`src/tfp_pkg.sv`:
```
// tfp_pkg: shared constants and types for the target frame parser
// no dependencies; imported by tfp_num_parse, target_frame_parser and the testbench

package tfp_pkg;

    // store depth default and fixed layout of a target frame
    localparam int STORE_DEPTH_DEF = 32;
    localparam int HOLD_LEN        = 17;   // only bytes 0..16 are ever read back
    localparam int NUM_CHARS       = 4;    // optional sign plus up to three digits
    localparam int MAX_DIGITS      = 3;

    localparam int POS_X_TAG = 0;
    localparam int POS_X_VAL = 2;
    localparam int POS_Y_TAG = 6;
    localparam int POS_Y_VAL = 8;
    localparam int POS_Q_TAG = 12;
    localparam int POS_Q_VAL = 14;

    // field widths
    localparam int BYTE_W = 8;
    localparam int MAG_W  = 10;   // up to 999
    localparam int VAL_W  = 11;   // signed target value
    localparam int Q_W    = 8;
    localparam int TIME_W = 32;
    localparam int DIG_W  = 4;

    localparam int Q_MAX       = 255;
    localparam int LIMIT_RESET = 100;

    // character codes
    localparam logic [BYTE_W-1:0] CH_RESTART = 8'h24;   // '$'
    localparam logic [BYTE_W-1:0] CH_END     = 8'h23;   // '#'
    localparam logic [BYTE_W-1:0] CH_X       = 8'h58;   // 'X'
    localparam logic [BYTE_W-1:0] CH_Y       = 8'h59;   // 'Y'
    localparam logic [BYTE_W-1:0] CH_Q       = 8'h51;   // 'Q'
    localparam logic [BYTE_W-1:0] CH_MINUS   = 8'h2D;   // '-'
    localparam logic [BYTE_W-1:0] CH_PLUS    = 8'h2B;   // '+'
    localparam logic [BYTE_W-1:0] CH_ZERO    = 8'h30;   // '0'
    localparam logic [BYTE_W-1:0] CH_NINE    = 8'h39;   // '9'
    localparam logic [BYTE_W-1:0] CH_NUL     = 8'h00;

    // input command
    typedef enum logic {
        CMD_BYTE  = 1'b0,
        CMD_QUERY = 1'b1
    } cmd_t;

    // decimal digit test
    function automatic logic is_digit(input logic [BYTE_W-1:0] c);
        return (c >= CH_ZERO) && (c <= CH_NINE);
    endfunction

endpackage

```
`src/target_frame_parser.sv`:
```
// target_frame_parser: frame receiver that keeps the last parsed target
// depends on tfp_pkg and tfp_num_parse
//
// channel  direction  handshake              payload
// in       input      in_valid / in_stall    cmd, rx_byte, now_ms
// out      output     out_valid / out_stall  frame_accepted, target_valid,
//                                            target_x, target_y, target_quality
// cfg      input      cfg_valid / cfg_ready  cfg_fresh_limit_ms
//
// one word per cycle unless out_stall holds the result; a taken word moves
// through the input register, then parse and state update into the result register
// the parse stage and state update are a single pass of logic on the input register
// reset clears the store, write position, target and frame time, and sets the limit to 100 ms
// out_stall holds the result register, and in_stall rises only while a word waits
// behind a held result; cfg_ready is always high

module target_frame_parser #(
    parameter int STORE_DEPTH = tfp_pkg::STORE_DEPTH_DEF
) (
    input  logic                              clk,
    input  logic                              rst_n,

    input  logic                              in_valid,
    output logic                              in_stall,
    input  logic                              cmd,
    input  logic [tfp_pkg::BYTE_W-1:0]        rx_byte,
    input  logic [tfp_pkg::TIME_W-1:0]        now_ms,

    output logic                              out_valid,
    input  logic                              out_stall,
    output logic                              frame_accepted,
    output logic                              target_valid,
    output logic signed [tfp_pkg::VAL_W-1:0]  target_x,
    output logic signed [tfp_pkg::VAL_W-1:0]  target_y,
    output logic [tfp_pkg::Q_W-1:0]           target_quality,

    input  logic                              cfg_valid,
    output logic                              cfg_ready,
    input  logic [tfp_pkg::TIME_W-1:0]        cfg_fresh_limit_ms
);
    import tfp_pkg::*;

    localparam int              WIDX_W   = $clog2(STORE_DEPTH);
    localparam logic [WIDX_W-1:0] LAST_IDX = WIDX_W'(STORE_DEPTH - 1);

    // input register
    logic                  s1_valid_reg;
    logic                  s1_cmd_reg;
    logic [BYTE_W-1:0]     s1_byte_reg;
    logic [TIME_W-1:0]     s1_now_reg;

    // block state
    logic [BYTE_W-1:0]     store_reg [0:HOLD_LEN-1];
    logic [WIDX_W-1:0]     wi_reg, wi_next;
    logic signed [VAL_W-1:0] x_reg, y_reg;
    logic [Q_W-1:0]        q_reg;
    logic                  have_reg;
    logic [TIME_W-1:0]     ftime_reg;
    logic [TIME_W-1:0]     limit_reg;

    // result register
    logic                  out_valid_reg;
    logic                  acc_reg;
    logic                  tvalid_reg;
    logic signed [VAL_W-1:0] tx_reg, ty_reg;
    logic [Q_W-1:0]        tq_reg;

    // parse stage signals
    logic                  advance, load;
    logic                  is_byte, is_restart, is_end, is_data, can_write;
    logic [BYTE_W-1:0]     view [0:HOLD_LEN-1];
    logic                  markers_ok, accept;
    logic [TIME_W-1:0]     age;
    logic                  valid_now;
    logic [MAG_W-1:0]      x_mag, y_mag, q_mag;
    logic                  x_neg, y_neg, q_neg;
    logic signed [VAL_W-1:0] new_x, new_y;
    logic [Q_W-1:0]        new_q;

    // handshake
    assign advance   = s1_valid_reg && (!out_valid_reg || !out_stall);
    assign in_stall  = s1_valid_reg && out_valid_reg && out_stall;
    assign load      = in_valid && !in_stall;
    assign cfg_ready = 1'b1;

    // byte decode and write position
    always_comb
    begin
        is_byte    = (s1_cmd_reg == CMD_BYTE);
        is_restart = is_byte && (s1_byte_reg == CH_RESTART);
        is_end     = is_byte && (s1_byte_reg == CH_END);
        is_data    = is_byte && !is_restart && !is_end;
        can_write  = is_data && (wi_reg < LAST_IDX);
        wi_next    = wi_reg;
        priority if (is_restart || is_end)
            wi_next = '0;
        else if (can_write)
            wi_next = wi_reg + WIDX_W'(1);
    end

    // store as seen by the parser, with the terminating zero in place
    always_comb
    begin
        for (int i = 0; i < HOLD_LEN; i++)
        begin
            if (is_end && (wi_reg == WIDX_W'(i)))
                view[i] = CH_NUL;
            else
                view[i] = store_reg[i];
        end
    end

    // field readers
    tfp_num_parse u_parse_x (
        .chars   ({view[POS_X_VAL+3], view[POS_X_VAL+2], view[POS_X_VAL+1], view[POS_X_VAL]}),
        .sign_en (1'b1),
        .mag     (x_mag),
        .neg     (x_neg)
    );

    tfp_num_parse u_parse_y (
        .chars   ({view[POS_Y_VAL+3], view[POS_Y_VAL+2], view[POS_Y_VAL+1], view[POS_Y_VAL]}),
        .sign_en (1'b1),
        .mag     (y_mag),
        .neg     (y_neg)
    );

    tfp_num_parse u_parse_q (
        .chars   ({CH_NUL, view[POS_Q_VAL+2], view[POS_Q_VAL+1], view[POS_Q_VAL]}),
        .sign_en (1'b0),
        .mag     (q_mag),
        .neg     (q_neg)
    );

    // marker match, signed values, quality clamp and freshness
    always_comb
    begin
        markers_ok = (view[POS_X_TAG] == CH_X) && (view[POS_Y_TAG] == CH_Y) &&
                     (view[POS_Q_TAG] == CH_Q);
        accept     = is_end && markers_ok;
        new_x      = x_neg ? -$signed({1'b0, x_mag}) : $signed({1'b0, x_mag});
        new_y      = y_neg ? -$signed({1'b0, y_mag}) : $signed({1'b0, y_mag});
        // quality reader has no sign, so q_neg stays low
        if (q_neg || (q_mag > MAG_W'(Q_MAX)))
            new_q = Q_W'(Q_MAX);
        else
            new_q = q_mag[Q_W-1:0];
        age        = s1_now_reg - ftime_reg;
        valid_now  = accept || (have_reg && (age <= limit_reg));
    end

    // input register
    always_ff @(posedge clk or negedge rst_n)
    begin
        if (!rst_n)
            s1_valid_reg <= 1'b0;
        else if (load)
            s1_valid_reg <= 1'b1;
        else if (advance)
            s1_valid_reg <= 1'b0;
    end

    always_ff @(posedge clk)
    begin
        if (load)
        begin
            s1_cmd_reg  <= cmd;
            s1_byte_reg <= rx_byte;
            s1_now_reg  <= now_ms;
        end
    end

    // frame store
    always_ff @(posedge clk or negedge rst_n)
    begin
        if (!rst_n)
        begin
            for (int i = 0; i < HOLD_LEN; i++)
                store_reg[i] <= '0;
        end
        else if (advance)
        begin
            for (int i = 0; i < HOLD_LEN; i++)
            begin
                if (wi_reg == WIDX_W'(i))
                begin
                    if (is_end)
                        store_reg[i] <= CH_NUL;
                    else if (can_write)
                        store_reg[i] <= s1_byte_reg;
                end
            end
        end
    end

    // target state
    always_ff @(posedge clk or negedge rst_n)
    begin
        if (!rst_n)
        begin
            wi_reg    <= '0;
            x_reg     <= '0;
            y_reg     <= '0;
            q_reg     <= '0;
            have_reg  <= 1'b0;
            ftime_reg <= '0;
        end
        else if (advance)
        begin
            wi_reg <= wi_next;
            if (accept)
            begin
                x_reg     <= new_x;
                y_reg     <= new_y;
                q_reg     <= new_q;
                have_reg  <= 1'b1;
                ftime_reg <= s1_now_reg;
            end
        end
    end

    // freshness limit
    always_ff @(posedge clk or negedge rst_n)
    begin
        if (!rst_n)
            limit_reg <= TIME_W'(LIMIT_RESET);
        else if (cfg_valid && cfg_ready)
            limit_reg <= cfg_fresh_limit_ms;
    end

    // result register
    always_ff @(posedge clk or negedge rst_n)
    begin
        if (!rst_n)
            out_valid_reg <= 1'b0;
        else if (advance)
            out_valid_reg <= 1'b1;
        else if (!out_stall)
            out_valid_reg <= 1'b0;
    end

    always_ff @(posedge clk)
    begin
        if (advance)
        begin
            acc_reg    <= accept;
            tvalid_reg <= valid_now;
            tx_reg     <= accept ? new_x : x_reg;
            ty_reg     <= accept ? new_y : y_reg;
            tq_reg     <= accept ? new_q : q_reg;
        end
    end

    assign out_valid      = out_valid_reg;
    assign frame_accepted = acc_reg;
    assign target_valid   = tvalid_reg;
    assign target_x       = tx_reg;
    assign target_y       = ty_reg;
    assign target_quality = tq_reg;

    // checks
    a_accept_is_valid: assert property (@(posedge clk) disable iff (!rst_n)
        out_valid && frame_accepted |-> target_valid)
        else $error("accepted frame reported as stale");

    a_index_in_range: assert property (@(posedge clk) disable iff (!rst_n)
        wi_reg <= LAST_IDX)
        else $error("write position beyond store");

    a_query_no_accept: assert property (@(posedge clk) disable iff (!rst_n)
        advance && (s1_cmd_reg == CMD_QUERY) |=> out_valid_reg && !acc_reg)
        else $error("query word accepted a frame");

    a_have_sticks: assert property (@(posedge clk) disable iff (!rst_n)
        have_reg |=> have_reg)
        else $error("target lost after being set");

    a_stall_cause: assert property (@(posedge clk) disable iff (!rst_n)
        in_stall |-> s1_valid_reg && out_valid_reg && out_stall)
        else $error("input stalled without a held result");

endmodule

```
`src/tfp_num_parse.sv`:
```
// tfp_num_parse: decimal field reader, optional sign then up to three digits
// depends on tfp_pkg

module tfp_num_parse (
    input  logic [tfp_pkg::NUM_CHARS-1:0][tfp_pkg::BYTE_W-1:0] chars,
    input  logic                                               sign_en,
    output logic [tfp_pkg::MAG_W-1:0]                          mag,
    output logic                                               neg
);
    import tfp_pkg::*;

    logic                  has_sign;
    logic [BYTE_W-1:0]     d0, d1, d2;
    logic                  ok0, ok1, ok2;
    logic [MAG_W-1:0]      v0, v1, v2;

    // sign detection and digit window
    always_comb
    begin
        has_sign = sign_en && ((chars[0] == CH_MINUS) || (chars[0] == CH_PLUS));
        neg      = sign_en && (chars[0] == CH_MINUS);
        if (has_sign)
        begin
            d0 = chars[1];
            d1 = chars[2];
            d2 = chars[3];
        end
        else
        begin
            d0 = chars[0];
            d1 = chars[1];
            d2 = chars[2];
        end
    end

    // digit run stops at the first non-digit
    always_comb
    begin
        ok0 = is_digit(d0);
        ok1 = ok0 && is_digit(d1);
        ok2 = ok1 && is_digit(d2);
        v0  = MAG_W'(d0[DIG_W-1:0]);
        v1  = MAG_W'(d1[DIG_W-1:0]);
        v2  = MAG_W'(d2[DIG_W-1:0]);
        priority if (ok2)
            mag = v0 * MAG_W'(100) + v1 * MAG_W'(10) + v2;
        else if (ok1)
            mag = v0 * MAG_W'(10) + v1;
        else if (ok0)
            mag = v0;
        else
            mag = '0;
    end

endmodule

```
`config.mk`:
```
export PLATFORM = sky130hd
export DESIGN_NAME = target_frame_parser
export DESIGN_NICKNAME = d
export VERILOG_FILES = /design/src/tfp_pkg.sv /design/src/target_frame_parser.sv /design/src/tfp_num_parse.sv
export SDC_FILE = /design/constraint.sdc
export NUM_CORES = 1
export LEC_CHECK = 0
export ABC_CLOCK_PERIOD_IN_PS = 6600
export CAP_MARGIN = 0
export CORE_AREA = 3 3 230 187
export CTS_CLUSTER_DIAMETER = 40
export DETAILED_ROUTE_END_ITERATION = 7
export DIE_AREA = 0 0 233 190
export DONT_BUFFER_PORTS = 1
export GPL_TIMING_DRIVEN = 0
export PLACE_DENSITY = 0.64
export SYNTH_ARGS = -nofsm -noshare
export SYNTH_HDL_FRONTEND = slang
export SYNTH_SLANG_ARGS = --single-unit
```
`constraint.sdc`:
```
create_clock -name clk -period 6.6 [get_ports clk]
set_clock_uncertainty 0.2 [all_clocks]
set_input_delay 0.66 -clock clk [delete_from_list [all_inputs] [get_ports clk]]
set_output_delay 0.66 -clock clk [all_outputs]
set_load 0.005 [all_outputs]
```
==> results.cfg, run 1 <==
[run_status]
outcome = complete, but fails checks
failed_checks = negative hold slack

[detailed_routing]
vias_per_cell = 5.63
vias = 14482
drt_pass1_iterations = 8
route.detailed.drc = 0
ant_nets = 0
post_drt_wl_per_cell_um = 18.4
drt_iter0_drc = 1307
finalWirelength_mm = 47.4

[clock_network]
htreeDepth = 2
cts_buffer_depth = 3
cts_sinks = 287
numCtsBuffers = 44
root_buffer = clkbuf_16
cts_tree = yes
clock_latency_ns = 0.56
clk_pin_slew_worst_paths_ns = 0.05

[sta]
fin_crit_sh_pct = 96.7
fin_crit_ns = 6.38
slew_headroom_pct = 6.88
slew_viol_final = 0
setup_viol = 0
tightest_slew_ns = 1.39
hold_violations = 10
final.setup.worst_slack_ns = 0.219
whs_ns = -0.0767
grt_setup_unrepaired = yes
fmax_mhz = 157
fin_setup_tns_ns = 0

[setup_path]
startpoint_type = flop
crit_slowest_cell = or4b_4
r2r_setup_slack_ns = 0.22
worst_ep_arrival_time_ns = 6.41
worst_r2r_path_depth = 16
cp_max_fo = 8
startpoint = s1_byte_reg[4]$_DFFE_PP_
path_cells = or4b_4 -> buf_4 -> nor4_4 -> o21ai_0 -> a211oi_2 -> ha_1 -> fa_1 -> fa_1 -> xor2_1 -> nand2_1 -> a21oi_1 -> a311oi_1 -> and4b_4 -> a21boi_2 -> xnor2_1 -> o21ai_1
crit_required_ns = 6.63
cp_common_cell = fa_1
r2r-start = s1_byte_reg[4]$_DFFE_PP_
crit_type = flop to flop
slowest_delay_ns = 0.62
cp-end-kind = flop
r2r_end = target_x[7]$_DFFE_PP_

[global_route]
grt_pass1_wl_mm = 76.2
grt_pass1_vias = 14092
overflow = 0
grt_max_degree = 215
grt.total_usage_pct = 21.4
antenna_found_initial = 2

[yosys]
yosysMostFrequentCell = nand2_1
ys.flop_type = dfrtp_1
synth_edf_count = 73
synth_area_leader_cell = dfrtp_1
ys_top_cells_by_count = nand2_1, dfrtp_1, ha_1, o21ai_0, inv_1
async_flop_share_pct = 74.6
synth_seq_area_share_pct = 41.3
synth_cell_types = 100
syn_area_um2 = 18300
yosys.area.top_type_share_pct = 28.9
avgSynthCellArea_um2 = 9.70
yosys_warnings = 0
synth.area.top_cells = dfrtp_1, ha_1, edfxtp_1, nand2_1, o21ai_0
synth_cells = 1886
ys_ff_latch = 287
syn_nets = 2160

[floorplan]
die_w_um = 233
die-area_um2 = 44300
io_pins = 113
num_rows = 66
die_y_um = 190
core_um2 = 40700
start_util_pct = 44.9

[place]
place_inst = 2431
place_area_um2 = 19000
gpl.final_weighted_congestion = 0.931
portBuffers = 0
dp_hpwl_mm = 34.8
post-place-ws_ns = -0.499

[finish]
drive_gt1_share_pct = 12.7
stdcell_area_um2 = 21300
fin_util_pct = 52.3
final_cells = 2571
syn_to_final_growth_pct = 16.4
largest_reg_flops = 112
layout.nets = 2266
fillCellCount = 3588

[power_and_ir_drop]
power_switching_w = 0.00255
powerDensity_nw_per_um2 = 338
ir_drop_uv = 181
leakage_nw = 9.55
p_clk_share_pct = 33.1
swShare_pct = 35.4
power_frac_comb_pct = 34.2
seqPwrFrac_pct = 32.7
p_int_w = 0.00465

[hold_path]
hold_path_class = primary input to asynchronous set/reset pin

[flow_run]
max-cap-violations = 0
-- power groups by stage --
stage               Combinational (W)  Clock (W)  Sequential, W
global placement              0.00220          0        0.00236
global route                  0.00278    0.00252        0.00239
CTS                           0.00238    0.00243        0.00235
floorplan                     0.00176          0        0.00229
finish                        0.00246    0.00239        0.00236
detailed placement            0.00230          0        0.00237
-- per-layer routing --
metal	track usage (%)	routed length, um
met1	32.0	23100
met2	32.5	20800
met3	4.01	2790
met4	4.26	740
met5	0	0
-- critical path: cells and delay by family, from the launching register on --
kind | cells | cell delay (ns)
compound gates | 6 | 1.67
simple gates | 4 | 1.57
fa+ha+maj | 3 | 1.36
xor+xnor | 2 | 0.61
flops | 1 | 0.47
buf+inv | 1 | 0.17
-- cell usage in the layout, fill, tap and decap left out, types with 10 or more instances in the layout --
cell type,count
dfrtp_1,210
nand2_1,257
clkbuf_16,46
o21a_1,10
xnor2_1,62
fa_1,20
edfxtp_1,73
a21oi_1,116
a21o_1,25
nand3_1,32
o21ai_0,174
nand4_1,14
xor2_1,31
buf_4,21
ha_1,173
inv_1,121
o21ai_1,14
nor3_1,23
nor2_1,103
nand2b_1,15
clkbuf_1,58
dlygate4sd3_1,42
and2_1,13
mux2_2,72
nor2b_1,22
mux2i_1,17
o21bai_1,12
-- layout make-up --
type / instances / area (um2) / share of cell area [%]
inverters: 125 / 469 / 2.20
clock inverters: 27 / 309 / 1.45
flip-flops and latches: 287 / 7550 / 35.5
repair buffers: 64 / 618 / 2.90
multi-input cells: 1402 / 10100 / 47.6
plain buffers: 68 / 294 / 1.38
clock buffers: 53 / 1220 / 5.72
diodes: 1 / 2.50 / 0.0118
well taps: 544 / 681 / 3.20
-- per-stage QoR --
| stage | hold slack (ns) | power (W) |
|---|---|---|
| 2_1_floorplan | 0.164 | 0.00406 |
| 4_1_cts | 0.0102 | 0.00716 |
| 3_3_place_gp | 0.172 | 0.00456 |
| 5_1_grt | 0.0246 | 0.00769 |
| 3_5_place_dp | 0.171 | 0.00467 |
| 6_report | -0.0767 | 0.00720 |
-- worst max path at each step --
stage	slack [ns]	cells past startpoint	to
5_1_grt	-0.09	25	target_x[10]$_DFFE_PP_
2_1_floorplan	0.66	25	target_y[9]$_DFFE_PP_
3_5_place_dp	-0.50	26	target_x[10]$_DFFE_PP_
3_3_place_gp	-0.42	26	target_x[10]$_DFFE_PP_
4_1_cts	0.02	23	target_y[9]$_DFFE_PP_
6_report	0.22	16	target_x[7]$_DFFE_PP_
-- repair_timing --
item | in CTS | in global routing
endpoints found under the hold margin | 256 | 0
hold buffers | 43 | 0
pin swaps | 0 | 10
setup endpoints to repair | 14 | 28
setup buffers | 0 | 20
resized for setup | 14 | 31
-- cell families after synthesis --
kind of cell    count (synthesis)  synth area share, %
xor+xnor                       94                 4.50
buf+inv                       197                 4.22
flops                         287                 41.3
fa+ha+maj                     196                 14.2
other cells                     1               0.0205
simple gates                  571                 15.2
compound gates                450                 15.1
mux                            90                 5.42
No activity file was read; power rests on OpenSTA's default activity.
==> run 2, diff against run 1 <==
ABC_AREA = 1   (was default)
PLACE_DENSITY = 0.56   (was 0.64)
==> run 2 against run 1 <==
  * The flow now finishes without violations
  * Sequential share of layout area rose by 0.57 points
  * Sequential power fell by 4%
  * Highest routed layer unchanged
  * Clock power is 8% lower
  * Clock-buffer cell count fell by 4
  * Critical path depth increased by 16
  * Setup slack improved by 0.45 ns
  * Routed wire length fell by 0.70%
==> results.cfg, run 2 <==
[yosys]
synth_area_leader_cell = dfrtp_1
yosysMostFrequentCell = nand2_1
syn_area_um2 = 18400
synth-simple-area-share_pct = 22.4
yosys.area_share.adder_pct = 14.2
synth_top_family_by_area = simple AND/OR/NAND/NOR gates
syn_nets = 2455
synth_seq_area_share_pct = 41.1
async_flop_share_pct = 74.6
synthXorXnorAreaFrac_pct = 3.10
ys_ff_latch = 287
avgSynthCellArea_um2 = 8.42
synth_cell_types = 61
yosys_warnings = 0
synth_cells = 2181
ys_top_cells_by_count = nand2_1, inv_1, o21ai_0, dfrtp_1, ha_1
ys.flop_type = dfrtp_1
synth.area.top_cells = dfrtp_1, ha_1, edfxtp_1, nand2_1, o21ai_0
synth_compound_area_share_pct = 12.0
yosys.area.top_type_share_pct = 28.7
synth_edf_count = 73
synthMuxAreaShare_pct = 0.279

[sta]
fin_crit_ns = 5.93
fin_crit_sh_pct = 89.9
setup_viol = 0
final.setup.worst_slack_ns = 0.666
fmax_mhz = 169
hold_violations = 0
slew_headroom_pct = 16.3
grt_setup_unrepaired = no
slew_viol_final = 0
tightest_slew_ns = 1.26

[finish]
drive_gt1_share_pct = 8.60
largest_reg_flops = 112
final_common_cell = nand2_1
final_cells = 2845
antenna_cells = 0
syn_to_final_growth_pct = 14.0
final_cell_mix = nand2_1, inv_1, o21ai_0
stdcell_area_um2 = 20900
layout.nets = 2545

[clock_network]
cts_tree = yes
root_buffer = clkbuf_16
cts_setup_buffers = 0
htreeDepth = 2
cts_buffer_depth = 3
numCtsBuffers = 41
cts_sinks = 287
clk_pin_slew_worst_paths_ns = 0.06
clock_latency_ns = 0.56

[detailed_routing]
vias_per_cell = 5.20
finalWirelength_mm = 47.1
ant_nets = 0
vias = 14788
post_drt_wl_per_cell_um = 16.5
drt_pass1_iterations = 7
drt_iter0_drc = 1103
route.detailed.drc = 0

[hold_path]
holdCritStartpoint = cfg_fresh_limit_ms[19]
hold_path_class = primary input to flop
hold_path_depth = 2
holdPathEnd = limit_reg[19]$_DFFE_PN0P_

[setup_path]
crit_slowest_cell = edfxtp_1
startpoint = s1_now_reg[0]$_DFFE_PP_
worst_ep_arrival_time_ns = 6.03
crit_required_ns = 6.70
r2r_setup_slack_ns = 0.67
cp_max_fo = 3
cp-end-kind = flop
slowest_delay_ns = 0.39
crit_type = flop to flop
r2r-start = s1_now_reg[0]$_DFFE_PP_
startpoint_type = flop
r2r_end = target_valid$_DFFE_PP_
worst_r2r_path_depth = 32
cp_common_cell = nand2_1

[floorplan]
die_w_um = 233
num_rows = 66
core_um2 = 40700
die-area_um2 = 44300
io_pins = 113
start_util_pct = 45.1
die_y_um = 190

[place]
place_inst = 2727
place_area_um2 = 19100
dp_hpwl_mm = 35.2
portBuffers = 0
gpl.final_weighted_congestion = 0.882
post-place-ws_ns = 0.545

[power_and_ir_drop]
power_switching_w = 0.00234
p_int_w = 0.00418
powerDensity_nw_per_um2 = 311
ir_drop_uv = 200
seqPwrFrac_pct = 34.8
leakage_nw = 10.0
p_clk_share_pct = 34.0
power_frac_comb_pct = 31.2
swShare_pct = 35.9

[global_route]
grt.total_usage_pct = 21.6
grt_pass1_vias = 14396
antenna_found_initial = 0
overflow = 0
grt_pass1_wl_mm = 76.2
grt_max_degree = 215

[run_status]
outcome = finished clean

[flow_run]
max-cap-violations = 0
==> run 2: layout make-up <==
class / count / area, um2
Inverter: 280 / 1050
Buffer: 50 / 225
Tap cell: 544 / 681
Timing Repair Buffer: 47 / 508
Clock inverter: 24 / 279
Multi-Input combinational cell: 1564 / 9550
Fill cell: 3833 / 19800
Sequential cell: 287 / 7550
Clock buffer: 49 / 1100
==> run 2: how the worst max path moves through the flow <==
stage / slack [ns] / cells after the start / end
floorplan: 1.83 / 29 / target_y[9]$_DFFE_PP_
global placement: -1.04 / 9 / q_reg[3]$_DFFE_PN0P_
detailed placement: 0.55 / 32 / target_valid$_DFFE_PP_
CTS: 0.54 / 32 / target_valid$_DFFE_PP_
global route: 0.09 / 32 / target_valid$_DFFE_PP_
finish: 0.67 / 32 / target_valid$_DFFE_PP_
==> run 2: cell families after synthesis <==
logic type,after synthesis
AND/OR/NAND/NOR,895
AO/OA/AOI/OAI,402
flip-flops,287
XOR/XNOR,65
other,1
buffers and inverters,330
adder cells (fa/ha/maj),196
multiplexers,5
==> run 2: worst max-delay path, delay by kind of cell (launching register included) <==
family	cells	cell delay, ns
AND/OR/NAND/NOR	14	1.39
flip-flops	1	0.39
AO/OA/AOI/OAI	10	2.47
adder cells (fa/ha/maj)	3	0.79
buffers and inverters	5	0.44
==> run 2: power by group through the flow <==
stage	clock network, W	registers, W	logic, W
finish	0.00221	0.00227	0.00203
global route	0.00235	0.00230	0.00237
CTS	0.00227	0.00227	0.00204
detailed placement	0	0.00230	0.00197
global placement	0	0.00229	0.00192
floorplan	0	0.00225	0.00154
==> run 2: repair_timing <==
| action | CTS | global route |
|---|---|---|
| hold buffers | 44 | 1 |
| setup endpoints to repair | 0 | 1 |
| hold endpoints to repair | 257 | 2 |
| gates resized for setup | 0 | 1 |
==> run 2: metal layers <==
layer | GRT usage [%] | up-vias | wire length (um)
li1 | - | 7395 | -
met1 | 32.6 | 7029 | 23700
met2 | 32.6 | 303 | 20200
met3 | 3.25 | 61 | 2290
met4 | 5.26 | 0 | 877
met5 | 0 | - | 0
==> run 2: per-stage QoR <==
stage | setup TNS, ns | util, % | total power [W] | hold slack, ns
2_1_floorplan | 0 | - | 0.00379 | 0.164
3_3_place_gp | -53.36 | 46.8 | 0.00422 | 0.180
3_5_place_dp | 0 | 46.9 | 0.00427 | 0.182
4_1_cts | 0 | 51.4 | 0.00658 | 0.0000166
5_1_grt | 0 | 51.4 | 0.00703 | 0.0118
6_report | 0 | 51.4 | 0.00652 | 0.0309
==> run 3, diff against run 2 <==
REMOVE_ABC_BUFFERS = 1   (was default)
==> run 3 against run 2 <==
  * Worst hold slack got worse by 0.15 ns
  * First-iteration DRC count decreased by 12%
  * Fmax fell by 1.1%
  * Register-to-register slack worse by 0.07 ns
  * Power grew 1.8%
  * Setup slack got worse by 0.066 ns
  * The run now ends with negative hold slack left
  * Global-route usage down 0.93 points
  * Sequential share of layout area about the same
  * Largest power group is now clock
  * Cell count down 1.2%
  * Flip-flop and latch count unchanged
==> results.cfg, run 3 (synthesized netlist as in run 2, its figures left out) <==
[floorplan]
die-area_um2 = 44300
die_y_um = 190
num_rows = 66
io_pins = 113
core_um2 = 40700
die_w_um = 233
start_util_pct = 45.1

[detailed_routing]
post_drt_wl_per_cell_um = 16.1
finalWirelength_mm = 45.2
top_layer_used = met4
met3WireLength_mm = 2.33
drt_iter0_drc = 971
met2_wirelength_mm = 19.4
vias_per_cell = 5.19
route.detailed.drc = 0
drt_pass1_iterations = 5
ant_nets = 0
wl_met1_mm = 22.6
vias = 14584

[power_and_ir_drop]
power_switching_w = 0.00234
powerDensity_nw_per_um2 = 317
swShare_pct = 35.2
p_int_w = 0.00430
ir_drop_uv = 349
finalPower_w = 0.00663
power_frac_comb_pct = 30.0
seqPwrFrac_pct = 34.2
p_clk_share_pct = 35.8
leakage_nw = 10.0

[finish]
layout.nets = 2506
antenna_cells = 0
syn_to_final_growth_pct = 14.0
stdcell_area_um2 = 20900
final_cell_mix = nand2_1, inv_1, o21ai_0
fillCellCount = 3811
largest_reg_flops = 112
drive_gt1_share_pct = 8.73
final_common_cell = nand2_1
seq_area_um2 = 7550
multi_input_area_um2 = 9560

[setup_path]
crit_type = flop to flop
crit_slowest_cell = edfxtp_1
critPathCapture = target_valid$_DFFE_PP_
startpoint_type = flop
slowest_delay_ns = 0.41
startpoint = s1_now_reg[0]$_DFFE_PP_
r2r-start = s1_now_reg[0]$_DFFE_PP_
cpLargestDelayFamily = compound AO/OA/AOI/OAI gates
cp.depth = 32
cp_max_fo = 3
worst_ep_arrival_time_ns = 6.10
crit_required_ns = 6.70
worst_r2r_path_depth = 32
r2r_end = target_valid$_DFFE_PP_
cp_common_cell = nand2_1
cp-end-kind = flop
cp_num_buf_inv = 5
r2r_setup_slack_ns = 0.60

[sta]
grt_setup_unrepaired = no
fin_crit_sh_pct = 90.9
fmax_mhz = 167
fin_crit_ns = 6.00
tightest_slew_ns = 1.22
final.setup.worst_slack_ns = 0.600
whs_ns = -0.120
hold_violations = 32
setup_viol = 0
slew_headroom_pct = 18.8
fin_setup_tns_ns = 0
slew_viol_final = 0

[place]
gpl.final_weighted_congestion = 0.877
place_area_um2 = 18900
portBuffers = 0
post-place-ws_ns = 0.387
dp_hpwl_mm = 32.6

[clock_network]
root_buffer = clkbuf_16
clock_latency_ns = 0.58
htreeDepth = 2
cts_tree = yes
clk_pin_slew_worst_paths_ns = 0.06
numCtsBuffers = 44
cts_buffer_depth = 3
cts_sinks = 287

[global_route]
antenna_found_initial = 0
grt_pass1_wl_mm = 73.4
grt_pass1_vias = 13937
overflow = 0
grt_max_degree = 215
grt.total_usage_pct = 20.7

[run_status]
failed_checks = negative hold slack
outcome = complete, but fails checks

[flow_run]
max-cap-violations = 0

[hold_path]
hold_path_class = primary input to asynchronous set/reset pin
[run 3: cell count changes in the layout (fill, tap and decap cells not counted), moves of 2 or more]
cell           previous run  this run
buf_1                     2         0
buf_4                     2         0
buf_6                     4         0
bufinv_16                 3         5
clkbuf_1                 46         5
clkbuf_16                41        44
clkbuf_8                  4         1
clkinv_1                  4         7
clkinv_4                  3         5
dlygate4sd3_1            44        51
inv_8                     5         2
[run 3: stage by stage]
step	util (%)	cells
floorplan	-	2131
global placement	46.2	2675
detailed placement	46.4	2678
CTS	51.4	2811
global route	51.4	2811
finish	51.4	2811
[run 3: worst reg2reg max path: cells and delay by family (launching register included)]
| kind | cells | cell delay (ns) |
|---|---|---|
| AO/OA/AOI/OAI | 10 | 2.47 |
| adder cells (fa/ha/maj) | 3 | 0.80 |
| buffers and inverters | 5 | 0.45 |
| flip-flops | 1 | 0.41 |
| AND/OR/NAND/NOR | 14 | 1.43 |
[run 3: worst min path at each step]
stage,startpoint,to,slack (ns),cells past startpoint
floorplan,rst_n,ftime_reg[0]$_DFFE_PN0P_,0.16,0
global placement,rst_n,store_reg[87]$_DFFE_PN0P_,0.18,0
detailed placement,rst_n,store_reg[85]$_DFFE_PN0P_,0.18,0
CTS,cfg_valid,limit_reg[23]$_DFFE_PN0P_,0.00004,2
global route,cfg_fresh_limit_ms[18],limit_reg[18]$_DFFE_PN0P_,0.02,2
finish,rst_n,store_reg[85]$_DFFE_PN0P_,-0.12,1
[run 3: layer usage]
metal / up-vias / track usage, %
met5: - / 0
met4: 0 / 5.16
met3: 61 / 3.58
met2: 292 / 31.1
met1: 6906 / 31.0
li1: 7325 / -
[run 3: power by group through the flow]
stage / Combinational, W / Sequential (W) / Clock (W)
finish: 0.00199 / 0.00227 / 0.00237
global route: 0.00232 / 0.00230 / 0.00251
CTS: 0.00201 / 0.00227 / 0.00243
detailed placement: 0.00194 / 0.00230 / 0
global placement: 0.00189 / 0.00229 / 0
floorplan: 0.00153 / 0.00225 / 0
[run 3: cell type report]
cell class,instances,area share [%]
clock buffer,50,5.41
clock inverter,31,1.72
inverter,280,5.02
multi-input combinational,1564,45.7
sequential,287,36.1
tap,544,3.25
timing repair buffer,55,2.86
[run 3: timing repair]
item	CTS	global route
resized for setup	0	2
buffers inserted	0	0
hold endpoints to repair	279	0
setup endpoints to repair	0	1
hold buffers	52	0
